[src/sv/stkfr_pkg.sv]
// Shared types and constants for the STK500v2 frame receiver.
`default_nettype none

package stkfr_pkg;

	localparam logic [7:0] START_BYTE = 8'd27;
	localparam logic [7:0] TOKEN_BYTE = 8'd14;

	typedef enum logic [2:0] {
		PH_HUNT = 3'd0,
		PH_SEQ  = 3'd1,
		PH_LENH = 3'd2,
		PH_LENL = 3'd3,
		PH_TOK  = 3'd4,
		PH_BODY = 3'd5,
		PH_CSUM = 3'd6
	} phase_t;

	typedef enum logic [1:0] {
		EV_NONE = 2'd0,
		EV_DATA = 2'd1,
		EV_GOOD = 2'd2,
		EV_BAD  = 2'd3
	} event_t;

	typedef struct packed {
		logic       valid;
		logic [7:0] data;
	} in_stage_t;

	typedef struct packed {
		logic [15:0] frame_length;
		logic [7:0]  frame_sequence;
		logic [15:0] payload_index;
		logic [7:0]  payload_byte;
	} result_t;

endpackage

`default_nettype wire

[src/sv/stkfr_in_stage.sv]
// Input register stage that holds one received byte until the deframer takes it.
`default_nettype none

module stkfr_in_stage
	import stkfr_pkg::*;
(
	input  wire logic       clk,
	input  wire logic       arst_n,
	input  wire logic       s_tvalid,
	output logic            s_tready,
	input  wire logic [7:0] s_tdata,
	input  wire logic       advance,
	output in_stage_t       stage
);

	logic       valid_s1;
	logic [7:0] data_s1;
	logic       accept;

	assign s_tready = !valid_s1 || advance;
	assign accept   = s_tvalid && s_tready;

	always_ff @(posedge clk or negedge arst_n) begin
		if (!arst_n) begin
			valid_s1 <= 1'b0;
		end else if (accept) begin
			valid_s1 <= 1'b1;
		end else if (advance) begin
			valid_s1 <= 1'b0;
		end
	end

	always_ff @(posedge clk) begin
		if (accept) begin
			data_s1 <= s_tdata;
		end
	end

	assign stage.valid = valid_s1;
	assign stage.data  = data_s1;

endmodule

`default_nettype wire

[src/sv/stkfr_deframe.sv]
// Frame state machine, checksum accumulation and result register.
`default_nettype none

module stkfr_deframe
	import stkfr_pkg::*;
(
	input  wire logic       clk,
	input  wire logic       arst_n,
	input  wire in_stage_t  stage,
	output logic            advance,
	output logic            m_tvalid,
	input  wire logic       m_tready,
	output logic [47:0]     m_tdata,
	output logic [1:0]      m_tuser
);

	phase_t      phase_q, phase_d;
	logic [7:0]  seq_q, seq_d;
	logic [15:0] len_q, len_d;
	logic [15:0] count_q, count_d;
	logic [7:0]  xor_q, xor_d;
	logic [7:0]  b;
	logic [7:0]  xor_next;
	logic [15:0] count_inc;

	event_t      ev_d;
	result_t     res_d;
	logic        valid_s2;
	event_t      ev_s2;
	result_t     res_s2;

	assign b         = stage.data;
	assign xor_next  = xor_q ^ b;
	assign count_inc = count_q + 16'd1;
	assign advance   = stage.valid && (!valid_s2 || m_tready);

	always_comb begin
		phase_d = phase_q;
		seq_d   = seq_q;
		len_d   = len_q;
		count_d = count_q;
		xor_d   = xor_next;
		case (phase_q)
			PH_SEQ: begin
				seq_d   = b;
				phase_d = PH_LENH;
			end
			PH_LENH: begin
				len_d   = {b, 8'd0};
				phase_d = PH_LENL;
			end
			PH_LENL: begin
				len_d   = {len_q[15:8], b};
				phase_d = PH_TOK;
			end
			PH_TOK: begin
				if (b == TOKEN_BYTE) begin
					count_d = 16'd0;
					phase_d = (len_q == 16'd0) ? PH_CSUM : PH_BODY;
				end else begin
					phase_d = PH_HUNT;
				end
			end
			PH_BODY: begin
				count_d = count_inc;
				if (count_inc == len_q) begin
					phase_d = PH_CSUM;
				end
			end
			PH_CSUM: begin
				phase_d = PH_HUNT;
			end
			default: begin
				phase_d = (b == START_BYTE) ? PH_SEQ : PH_HUNT;
				xor_d   = b;
			end
		endcase
	end

	always_comb begin
		ev_d  = EV_NONE;
		res_d = '0;
		case (phase_q)
			PH_BODY: begin
				ev_d                 = EV_DATA;
				res_d.payload_byte   = b;
				res_d.payload_index  = count_q;
				res_d.frame_sequence = seq_q;
				res_d.frame_length   = len_q;
			end
			PH_CSUM: begin
				ev_d                 = (xor_next == 8'd0) ? EV_GOOD : EV_BAD;
				res_d.frame_sequence = seq_q;
				res_d.frame_length   = len_q;
			end
			default: begin
				ev_d = EV_NONE;
			end
		endcase
	end

	always_ff @(posedge clk or negedge arst_n) begin
		if (!arst_n) begin
			phase_q  <= PH_HUNT;
			seq_q    <= 8'd0;
			len_q    <= 16'd0;
			count_q  <= 16'd0;
			xor_q    <= 8'd0;
			valid_s2 <= 1'b0;
		end else begin
			if (advance) begin
				phase_q  <= phase_d;
				seq_q    <= seq_d;
				len_q    <= len_d;
				count_q  <= count_d;
				xor_q    <= xor_d;
				valid_s2 <= 1'b1;
			end else if (m_tready) begin
				valid_s2 <= 1'b0;
			end
		end
	end

	always_ff @(posedge clk) begin
		if (advance) begin
			ev_s2  <= ev_d;
			res_s2 <= res_d;
		end
	end

	assign m_tvalid = valid_s2;
	assign m_tuser  = ev_s2;
	assign m_tdata  = res_s2;

endmodule

`default_nettype wire

[src/sv/stk500v2_frame_receiver_core.sv]
// Top level of the STK500v2 frame receiver: input stage, deframer and checks.
//
// Channel  Dir  Signals                      Content
// s_*      in   tvalid tready tdata[7:0]     rx_byte
// m_*      out  tvalid tready tdata tuser    one result per received byte
//
// Every received byte yields exactly one result transaction.
// A byte passes through the input register, then the result register after the
// frame state logic. One byte per cycle is sustained while m_tready is high.
// The asynchronous reset returns the receiver to hunting for a start byte.
// When the result register is full and not taken, the input stage holds one
// more byte and then drops tready.
`default_nettype none

module stk500v2_frame_receiver_core
	import stkfr_pkg::*;
(
	input  wire logic        clk,
	input  wire logic        arst_n,
	input  wire logic        s_tvalid,
	output logic             s_tready,
	input  wire logic [7:0]  s_tdata,   // [7:0] rx_byte
	output logic             m_tvalid,
	input  wire logic        m_tready,
	output logic [47:0]      m_tdata,   // [7:0] payload_byte, [23:8] payload_index,
	                                    // [31:24] frame_sequence, [47:32] frame_length
	output logic [1:0]       m_tuser    // [1:0] event_kind
);

	in_stage_t stage;
	logic      advance;

	stkfr_in_stage u_in_stage (
		.clk      (clk),
		.arst_n   (arst_n),
		.s_tvalid (s_tvalid),
		.s_tready (s_tready),
		.s_tdata  (s_tdata),
		.advance  (advance),
		.stage    (stage)
	);

	stkfr_deframe u_deframe (
		.clk      (clk),
		.arst_n   (arst_n),
		.stage    (stage),
		.advance  (advance),
		.m_tvalid (m_tvalid),
		.m_tready (m_tready),
		.m_tdata  (m_tdata),
		.m_tuser  (m_tuser)
	);

`ifndef SYNTHESIS
	a_none_is_zero: assert property (@(posedge clk) disable iff (!arst_n)
		(m_tvalid && m_tuser == EV_NONE) |-> (m_tdata == 48'd0))
		else $error("Empty result carries nonzero data.");

	a_index_in_frame: assert property (@(posedge clk) disable iff (!arst_n)
		(m_tvalid && m_tuser == EV_DATA) |->
		(m_tdata[47:32] != 16'd0 && m_tdata[23:8] < m_tdata[47:32]))
		else $error("Payload index lies outside the declared length.");

	a_stall_only_when_full: assert property (@(posedge clk) disable iff (!arst_n)
		!s_tready |-> (m_tvalid && !m_tready))
		else $error("Input stalled while the result register could drain.");
`endif

endmodule

`default_nettype wire
[config.mk]
export PLATFORM = sky130hd
export DESIGN_NAME = stk500v2_frame_receiver_core
export DESIGN_NICKNAME = d
export VERILOG_FILES = /design/src/sv/stkfr_pkg.sv /design/src/sv/stkfr_in_stage.sv /design/src/sv/stkfr_deframe.sv /design/src/sv/stk500v2_frame_receiver_core.sv
export SDC_FILE = /design/constraint.sdc
export NUM_CORES = 1
export LEC_CHECK = 0
export BUFFER_PORTS_ARGS = -buffer_cell sky130_fd_sc_hd__buf_2
export CORE_UTILIZATION = 40
export CTS_CLUSTER_DIAMETER = 150
export CTS_CLUSTER_SIZE = 20
export DETAILED_ROUTE_END_ITERATION = 16
export SYNTH_ARGS = -nofsm -noshare
export SYNTH_HDL_FRONTEND = slang
export SYNTH_SLANG_ARGS = --single-unit
export TNS_END_PERCENT = 10
[constraint.sdc]
create_clock -name clk -period 3.93 [get_ports clk]
set_input_delay 0.786 -clock clk [delete_from_list [all_inputs] [get_ports clk]]
set_output_delay 0.786 -clock clk [all_outputs]
set_load 0.01 [all_outputs]
==> results.md, run 1 <==
* CTS Buffer Depth at 2
* Post-CTS sizing at 0
* Final hold viol count at 0
* Top cells by area, synth: edfxtp_1 33%, dfrtp_1 25%, xnor2_1 3.8%
* Vias in the first global route at 3502
* Met2 Use GR at 29.47%
* Slew headroom at 39.15%
* TritonCTS Buffers at 9
* RR Startpoint: u_deframe.count_q[0]
* Buffers added on ports at 63
* Mapped Cells at 459
* Worst path max stage delay at 0.58 ns
* First-pass GRT wire length at 18.55 mm
* CP max stage cell: dfrtp_1
* Clock sink count at 111
* Max IR drop VDD at 0.0002109 V
* TritonRoute pass-1 iters at 5
* I/O pins at 64
* Register bit count reported by yosys at 111
* Top Usage Layer GRT: met2
* Fraction of layout cells with a size suffix above 1 at 22.24%
* Setup tns final at 0 ns
* Achievable Freq at 0.3957 GHz
* Root Driver: clkbuf_16
* PD cells at 603.2 nW/um^2
* Cts hold-fix bufs at 0
* CP cell instances: ha_1, nand3_4, a311oi_2, nand4_1, nor4_2, nand4b_1, o2bb2ai_1
* Number of flops mapped to enable cells by yosys at 58
* Commonest cells in the netlist: 58 x edfxtp_1, 53 x dfrtp_1, 40 x nand2_1
* Reg2Reg Depth at 7
* Initial DRC count at 316
* Yosys cell types at 61
* Area Growth Syn to Fin at 13.44%
* Worst-Margin Slew at 0.9127 ns
* FFs w/ async S/R, synth at 47.75%
* Share of the synthesized area in the top cell type at 33.06%
* Clk pwr share at 26.8%
* Endpoint, Worst Hold: u_deframe.seq_q[6]
* Vias at 3641
* Sequential cell area fraction in the yosys report at 58.24%
* Syn Area/Cell at 11.48 um^2
* Synthesized net count at 472
* CTS tree: built
* Hold depth at 1
* RD Place Congestion at 0.8474
* Site row count at 41
* Gate power share at 23.5%
* Final wirelength at 11.63 mm
* Psw at 1.134 mW
* Clk_skew at 0.007426 ns
* Most frequent cell after synthesis: edfxtp_1
* Critical Path End Type: flop
* Clk_lat worst skew at 0.35 ns
* Starting Density at 41.40%
* Critical path class: reg -> reg
* Filler-free cell count of the finished design at 680
* Clock-pin slew on the worst setup and hold paths at 0.07 ns
* Critical path required time at 4.16 ns
* Avg WL per Cell at 17.10 um
* Final setup viols at 0
* Core area at 12720 um^2
* Largest net degree at the start of global routing at 38
* GR met3 Demand/Resource at 2.647%
* Final nets at 516
* Global route overflow at 0
* Final ANT Viol Nets at 0
* # diodes at 0
* Sw frac at 31.46%
* Yosys top cell by area: edfxtp_1
* CP Data Arrival Time at 2.76 ns
* Fillers at 1197
* Final worst path period share at 64.31%
* Leak pwr at 2.478 nW
* Seq pwr share at 49.7%
* R2R Path End: u_deframe.phase_q[0]
* Max FO, Critical Path at 12
* Synth Warn # at 0
* CP Launch Type: flop
* Worst min-delay path startpoint: u_deframe.seq_q[6]
* Internal reg-to-reg setup slack at 1.40 ns
* Mapped Area at 5268 um^2
* Ys flop type: edfxtp_1
* Die ar. at 13630 um^2
* Die Wd at 116.8 um
* Die Y at 116.8 um
* Hold Crit Class: reg -> reg
* Status: completed
* Total GRT Usage at 18.42%
* # H-tree levels at 3
* # Max-Cap Violations at 0
* Inst Count DP at 664
* Vias per cell at 5.354
* Max Slew Vio Count at 0
* Initial antenna violation count at 0
* Global routing usage on met1 at 24.76%
* DP Wirelength at 7.822 mm
* Internal cell power at 2.471 mW
* Period minus WS final at 2.527 ns
* Drt drc at 0
* Post-CTS Setup Inserts at 0
* Total power at 3.604 mW
* RSZ-0062 raised after global routing: false
-- final cells by class --
cell class | count | area [um^2] | area share (%)
tap | 172 | 215.2 | 3.601
sequential | 111 | 3068 | 51.34
clock buffer | 13 | 250.2 | 4.188
multi-input combinational | 307 | 2003 | 33.52
timing repair buffer | 67 | 345.3 | 5.779
inverter | 7 | 26.28 | 0.4397
clock inverter | 3 | 67.56 | 1.131
-- kinds of logic after synthesis --
logic type,share of synthesized area [%]
AND/OR/NAND/NOR,20.12
flip-flops,58.24
AO/OA/AOI/OAI,9.763
buffers and inverters,3.729
XOR/XNOR,4.489
multiplexers,3.420
adder cells (fa/ha/maj),0.2375
-- cells in the final DEF (no fill, tap or decap), drive strengths merged, types with 2 or more instances in the layout --
cell and count:
nand2 41, or2 3, mux2 16, o21ai 34, nand2b 5, bufinv 2, o31ai 4, o22ai 2
inv 7, nand4 9, or3 2, clkbuf 13, o41ai 3, nand4b 2, nand3b 2, nor2b 3
a21oi 19, nor3 5, and3 26, xor2 4, nor2 33, xnor2 23, buf 67, edfxtp 58
and2 25, a211oi 2, dfrtp 53, nor4 12, nand3 9, nor4b 2, a311oi 8, o211ai 2
-- state kept, by name (all words and copies together) (netlist names), 2 cells and up --
signal and count:
u_deframe.m_tdata 48, u_deframe.count_q 16, u_deframe.len_q 16, u_deframe.seq_q 8
u_deframe.xor_q 8, u_in_stage.data_s1 8, u_deframe.phase_q 3, u_deframe.m_tuser 2
-- metrics by stage --
stage	setup WS (ns)	hold slack [ns]	instance area, um^2	utilization [%]
CTS	1.420	0.5004	5976	46.97
global route	1.164	0.5189	5976	46.97
detailed placement	1.239	0.4851	5658	44.47
floorplan	0.7249	0.4572	5268	-
global placement	1.298	0.4816	5658	44.47
finish	1.403	0.4994	5976	46.97
-- worst max-delay path by stage --
| stage | from | end | cells after the start | slack, ns |
|---|---|---|---|---|
| after floorplan | m_tready | u_deframe.xor_q[7] | 6 | 0.72 |
| after global placement | m_tready | u_deframe.m_tdata[20] | 6 | 1.30 |
| after detailed placement | m_tready | u_deframe.m_tdata[21] | 6 | 1.24 |
| after CTS | u_deframe.count_q[0] | u_deframe.phase_q[0] | 7 | 1.42 |
| after global routing | u_deframe.phase_q[2] | u_deframe.count_q[7] | 5 | 1.16 |
| final | u_deframe.count_q[0] | u_deframe.phase_q[0] | 7 | 1.40 |
-- worst max-delay path: cells and delay by family, from the launching register on --
family,cells,cell delay (ns)
fa+ha+maj,1,0.46
flops,1,0.58
compound gates,2,0.50
simple gates,4,0.88
-- metal layers --
layer	up-vias	routed length, um
met5	-	0
met4	0	189
met3	11	573
met2	100	5634
met1	1793	5227
li1	1737	-
-- power groups by stage --
| stage | Clock, mW | Sequential [mW] | Combinational [mW] |
|---|---|---|---|
| after detailed placement | 0 | 1.81 | 0.850 |
| after global placement | 0 | 1.81 | 0.825 |
| after floorplan | 0 | 1.69 | 0.703 |
| after global routing | 1.03 | 1.83 | 0.951 |
| after CTS | 0.989 | 1.79 | 0.854 |
| final | 0.967 | 1.79 | 0.847 |
Power figures use the tool's default switching activity.
==> inputs of run 2 (changes only) <==
clock period = 2.61 ns   (was 3.93 ns; I/O delays follow)
==> run 2 against run 1 <==
Against the previous run: register-to-register slack worse by 1.2 ns; count of clock-buffer cells in the layout is 3 lower; maximum frequency is 5.0% higher; critical path depth stayed put.
==> results.md, run 2 (synthesized netlist as in run 1, its figures left out) <==
* First-pass GRT wire length at 19.19 mm
* Global route overflow at 0
* CTS Buffer Depth at 2
* Starting Density at 41.40%
* Setup tns final at 0 ns
* Gate power share at 26.8%
* CTS tree: built
* Max Slew Vio Count at 0
* Die ar. at 13630 um^2
* Largest net degree at the start of global routing at 42
* Fillers at 1207
* CP Data Arrival Time at 2.64 ns
* Initial DRC count at 278
* Max FO, Critical Path at 12
* Leak pwr at 2.554 nW
* Critical path required time at 2.85 ns
* Fraction of layout cells with a size suffix above 1 at 25.29%
* Die Wd at 116.8 um
* Clk_lat worst skew at 0.36 ns
* CP max stage cell: dfrtp_1
* Most common cell after layout, fill and taps aside: buf_2
* Clock-pin slew on the worst setup and hold paths at 0.07 ns
* Post-CTS sizing at 0
* PD cells at 880.5 nW/um^2
* RSZ-0062 raised after global routing: false
* Final nets at 534
* Vias per cell at 5.380
* Cts hold-fix bufs at 0
* Slew headroom at 51.32%
* Vias in the first global route at 3557
* Filler-free cell count of the finished design at 698
* Core area at 12720 um^2
* I/O pins at 64
* Status: completed
* Met2 Use GR at 29.23%
* Buffers added on ports at 63
* Achievable Freq at 0.4156 GHz
* Max IR drop VDD at 0.0003844 V
* Root Driver: clkbuf_16
* Final ANT Viol Nets at 0
* Critical path class: reg -> reg
* Max reg flops at 48
* DP Wirelength at 8.252 mm
* Buf/Inv on CP at 0
* Clock sink count at 111
* Worst-Margin Slew at 0.7302 ns
* Seq pwr share at 49.1%
* Final wirelength at 12.03 mm
* # diodes at 0
* Sw frac at 33.63%
* Drt drc at 0
* Vias at 3755
* Site row count at 41
* Hold Crit Class: in -> async
* CP cell instances: ha_1, nand3_4, a311oi_2, nand4_1, nor4_2, nand4b_1, o2bb2ai_1
* GR met3 Demand/Resource at 3.269%
* Layout Utilization at 47.78%
* Worst path max stage delay at 0.53 ns
* Clk_skew at 0.006261 ns
* Final worst path period share at 92.19%
* TritonCTS Buffers at 9
* Die Y at 116.8 um
* Period minus WS final at 2.406 ns
* Internal cell power at 3.552 mW
* Commonest cells after routing, fill and taps aside: 63 x buf_2, 58 x edfxtp_1, 53 x dfrtp_1
* TritonRoute pass-1 iters at 5
* Inst Count DP at 682
* CP top delay family: simple AND/OR/NAND/NOR gates
* RD Place Congestion at 0.8610
* Critical Path End Type: flop
* CP Launch Type: flop
* Avg WL per Cell at 17.24 um
* Area Growth Syn to Fin at 15.39%
* # Max-Cap Violations at 0
* Total GRT Usage at 19.04%
* Final setup viols at 0
* Initial antenna violation count at 0
* Clk pwr share at 24.1%
* Top Usage Layer GRT: met2
* Final hold viol count at 0
* Post-CTS Setup Inserts at 0
* Psw at 1.800 mW
* # H-tree levels at 3
* Global routing usage on met1 at 26.10%
[run 2: cell count changes in the layout (fill, tap and decap cells not counted)]
cell and change:
buf_12 +1, inv_6 +2, clkbuf_1 -2, clkbuf_8 -1, clkinv_2 +2, buf_4 +17, clkinv_4 +1, bufinv_16 -2
[run 2: area by class of cell]
class	count	area (um^2)	share of cell area, %
multi-input combinational	307	2003	32.96
sequential	111	3068	50.47
inverter	7	26.28	0.4323
timing repair buffer	85	493.0	8.110
clock buffer	10	229.0	3.767
clock inverter	6	43.79	0.7205
tap	172	215.2	3.541
[run 2: per-stage QoR]
step	setup slack, ns	total power [mW]	hold WS, ns	instance area [um^2]
6_report	0.2037	5.352	0.2176	6078
4_1_cts	0.2154	5.374	0.2327	6078
3_5_place_dp	0.2192	4.086	0.4876	5806
5_1_grt	0.02885	5.647	0.2702	6078
2_1_floorplan	0.4206	3.599	0.2264	5269
3_3_place_gp	0.3566	4.048	0.4790	5806
[run 2: final timing paths]
path | start | end | slack [ns] | depth (start not counted)
worst max-delay path | u_deframe.count_q[0] | u_deframe.phase_q[0] | 0.20 | 7
worst min-delay path | arst_n | u_deframe.xor_q[5] | 0.22 | 1
worst max register to register | u_deframe.count_q[0] | u_deframe.phase_q[0] | 0.20 | 7
worst min register to register | u_deframe.seq_q[7] | u_deframe.seq_q[7] | 0.50 | 1
max in group asynchronous | arst_n | u_deframe.count_q[7] | 1.79 | 2
min in group clk | s_tdata[7] | u_in_stage.data_s1[7] | 0.33 | 1
[run 2: power by group through the flow]
stage,combinational [mW],clock (mW),sequential (mW)
floorplan,1.06,0,2.54
global placement,1.40,0,2.65
detailed placement,1.43,0,2.66
CTS,1.44,1.32,2.62
global route,1.60,1.37,2.68
finish,1.43,1.29,2.63
[run 2: per-layer routing]
layer  vias to the layer above  share of wire (%)  wire length (um)
li1                       1775                  -                 -
met1                      1828                 47              5679
met2                       124                 45              5423
met3                        28                4.3               519
met4                         0                3.4               408
met5                         -                  0                 0
==> inputs of run 3 (changes only) <==
BUFFER_PORTS_ARGS = unset   (was -buffer_cell sky130_fd_sc_hd__buf_2)
DONT_BUFFER_PORTS = 1   (was unset)
==> run 3 against run 2 <==
Against the previous run: power fell by 0.99%; combinational power fell by 8%; worst hold slack got worse by 0.21 ns; sequential share of layout area rose by 2.5 points; first-iteration DRC count rose by 35%; clock power barely moved; via count fell by 7.4%; highest routed layer unchanged.
==> results.md, run 3 (synthesized netlist as in run 1, its figures left out) <==
* TritonCTS Buffers at 9
* Internal reg-to-reg setup slack at 0.36 ns
* Max FO, Critical Path at 12
* CP Data Arrival Time at 2.48 ns
* Final worst path period share at 86.29%
* DP Wirelength at 8.007 mm
* Avg WL per Cell at 18.20 um
* Site row count at 41
* Buffers added on ports at 0
* Status: completed
* Final wirelength at 11.56 mm
* Max Slew Vio Count at 0
* # H-tree levels at 3
* Die Y at 116.8 um
* RR Startpoint: u_deframe.count_q[0]
* RSZ-0062 raised after global routing: false
* Final ANT Viol Nets at 0
* Vias per cell at 5.476
* I/O pins at 64
* Initial DRC count at 374
* Slew headroom at 54.45%
* Hold Slack at 0.006107 ns
* Largest net degree at the start of global routing at 63
* Max IR drop VDD at 0.0003532 V
* Die Wd at 116.8 um
* CTS tree: built
* CTS Buffer Depth at 2
* # Max-Cap Violations at 0
* Reg2Reg Depth at 7
* Core area at 12720 um^2
* # diodes at 0
* Critical path required time at 2.84 ns
* Fillers at 1204
* Drt drc at 0
* Filler-free cell count of the finished design at 635
* First-pass GRT wire length at 18.49 mm
* Worst-Margin Slew at 0.6816 ns
* Die ar. at 13630 um^2
* Global route overflow at 0
* Vias in the first global route at 3398
* RD Place Congestion at 0.9153
* Area Growth Syn to Fin at 9.905%
* Achievable Freq at 0.4440 GHz
* Final setup viols at 0
* Vias at 3477
* Hold Crit Class: in -> async
* Setup tns final at 0 ns
* CP Launch Type: flop
* Inst Count DP at 618
* Leak pwr at 2.294 nW
* Total power at 5.299 mW
* Period minus WS final at 2.252 ns
* Layout Utilization at 45.51%
* Max reg flops at 48
* Starting Density at 41.40%
* Clock-pin slew on the worst setup and hold paths at 0.08 ns
* Fraction of layout cells with a size suffix above 1 at 15.12%
* Root Driver: clkbuf_16
* R2R Path End: u_deframe.phase_q[0]
* Most common cell after layout, fill and taps aside: edfxtp_1
* Clk_lat worst skew at 0.35 ns
* Post-CTS Setup Inserts at 0
* PD cells at 915.3 nW/um^2
* Critical path class: reg -> reg
* Critical Path End Type: flop
* Commonest cells after routing, fill and taps aside: 58 x edfxtp_1, 53 x dfrtp_1, 40 x nand2_1
* Final hold viol count at 0
* Clk_skew at 0.01048 ns
* Initial antenna violation count at 0
* TritonRoute pass-1 iters at 4
* Final nets at 471
* Clock sink count at 111
* Total GRT Usage at 18.43%
run 3: critical path, cell delays in order, from the launching register on:
cell and delay (ns):
dfrtp_1 0.51, ha_2 0.35, nand3_4 0.21, a311oi_2 0.32
nand4_1 0.14, nor4_2 0.28, nand4b_1 0.17, o2bb2ai_1 0.16
run 3: timing repair:
item	CTS	global route
setup endpoints to repair	0	1
hold buffers	1	0
hold endpoints to repair	53	0
resized for setup	0	1
run 3: layer usage:
| metal | up-vias | global-route usage, % | part of all wire, % |
|---|---|---|---|
| met5 | - | 0 | 0 |
| met4 | 0 | 9.283 | 2.7 |
| met3 | 20 | 3.477 | 4.7 |
| met2 | 117 | 28.76 | 47 |
| met1 | 1695 | 24.55 | 46 |
| li1 | 1645 | - | - |
run 3: final cells by class:
| class | instances | area (um^2) | share of cell area (%) |
|---|---|---|---|
| well taps | 172 | 215.2 | 3.717 |
| clock buffers | 12 | 246.5 | 4.258 |
| multi-input cells | 307 | 2006 | 34.64 |
| inverters | 7 | 26.28 | 0.4539 |
| clock inverters | 4 | 30.03 | 0.5187 |
| repair buffers | 22 | 197.7 | 3.415 |
| flip-flops and latches | 111 | 3068 | 52.99 |
run 3: worst max path at each step:
stage | start | endpoint | slack [ns] | depth (start not counted)
2_1_floorplan | m_tready | u_deframe.xor_q[7] | 0.42 | 6
3_5_place_dp | u_deframe.count_q[0] | u_deframe.phase_q[0] | 0.27 | 7
6_report | u_deframe.count_q[0] | u_deframe.phase_q[0] | 0.36 | 7
4_1_cts | u_deframe.count_q[0] | u_deframe.phase_q[0] | 0.25 | 7
3_3_place_gp | u_deframe.count_q[0] | u_deframe.phase_q[0] | 0.36 | 7
5_1_grt | u_deframe.count_q[0] | u_deframe.phase_q[0] | 0.11 | 7
run 3: through the flow:
step           setup WS [ns]  area, um^2
4_1_cts               0.2523        5787
3_3_place_gp          0.3596        5483
6_report              0.3579        5789
3_5_place_dp          0.2722        5483
5_1_grt               0.1103        5789
2_1_floorplan         0.4206        5269
run 3: power by group:
part | total, mW | leakage (nW) | switching (mW) | internal, mW
combinational | 1.32 | 0.911 | 0.712 | 0.611
sequential | 2.68 | 1.25 | 0.427 | 2.26
clock | 1.29 | 0.134 | 0.614 | 0.680
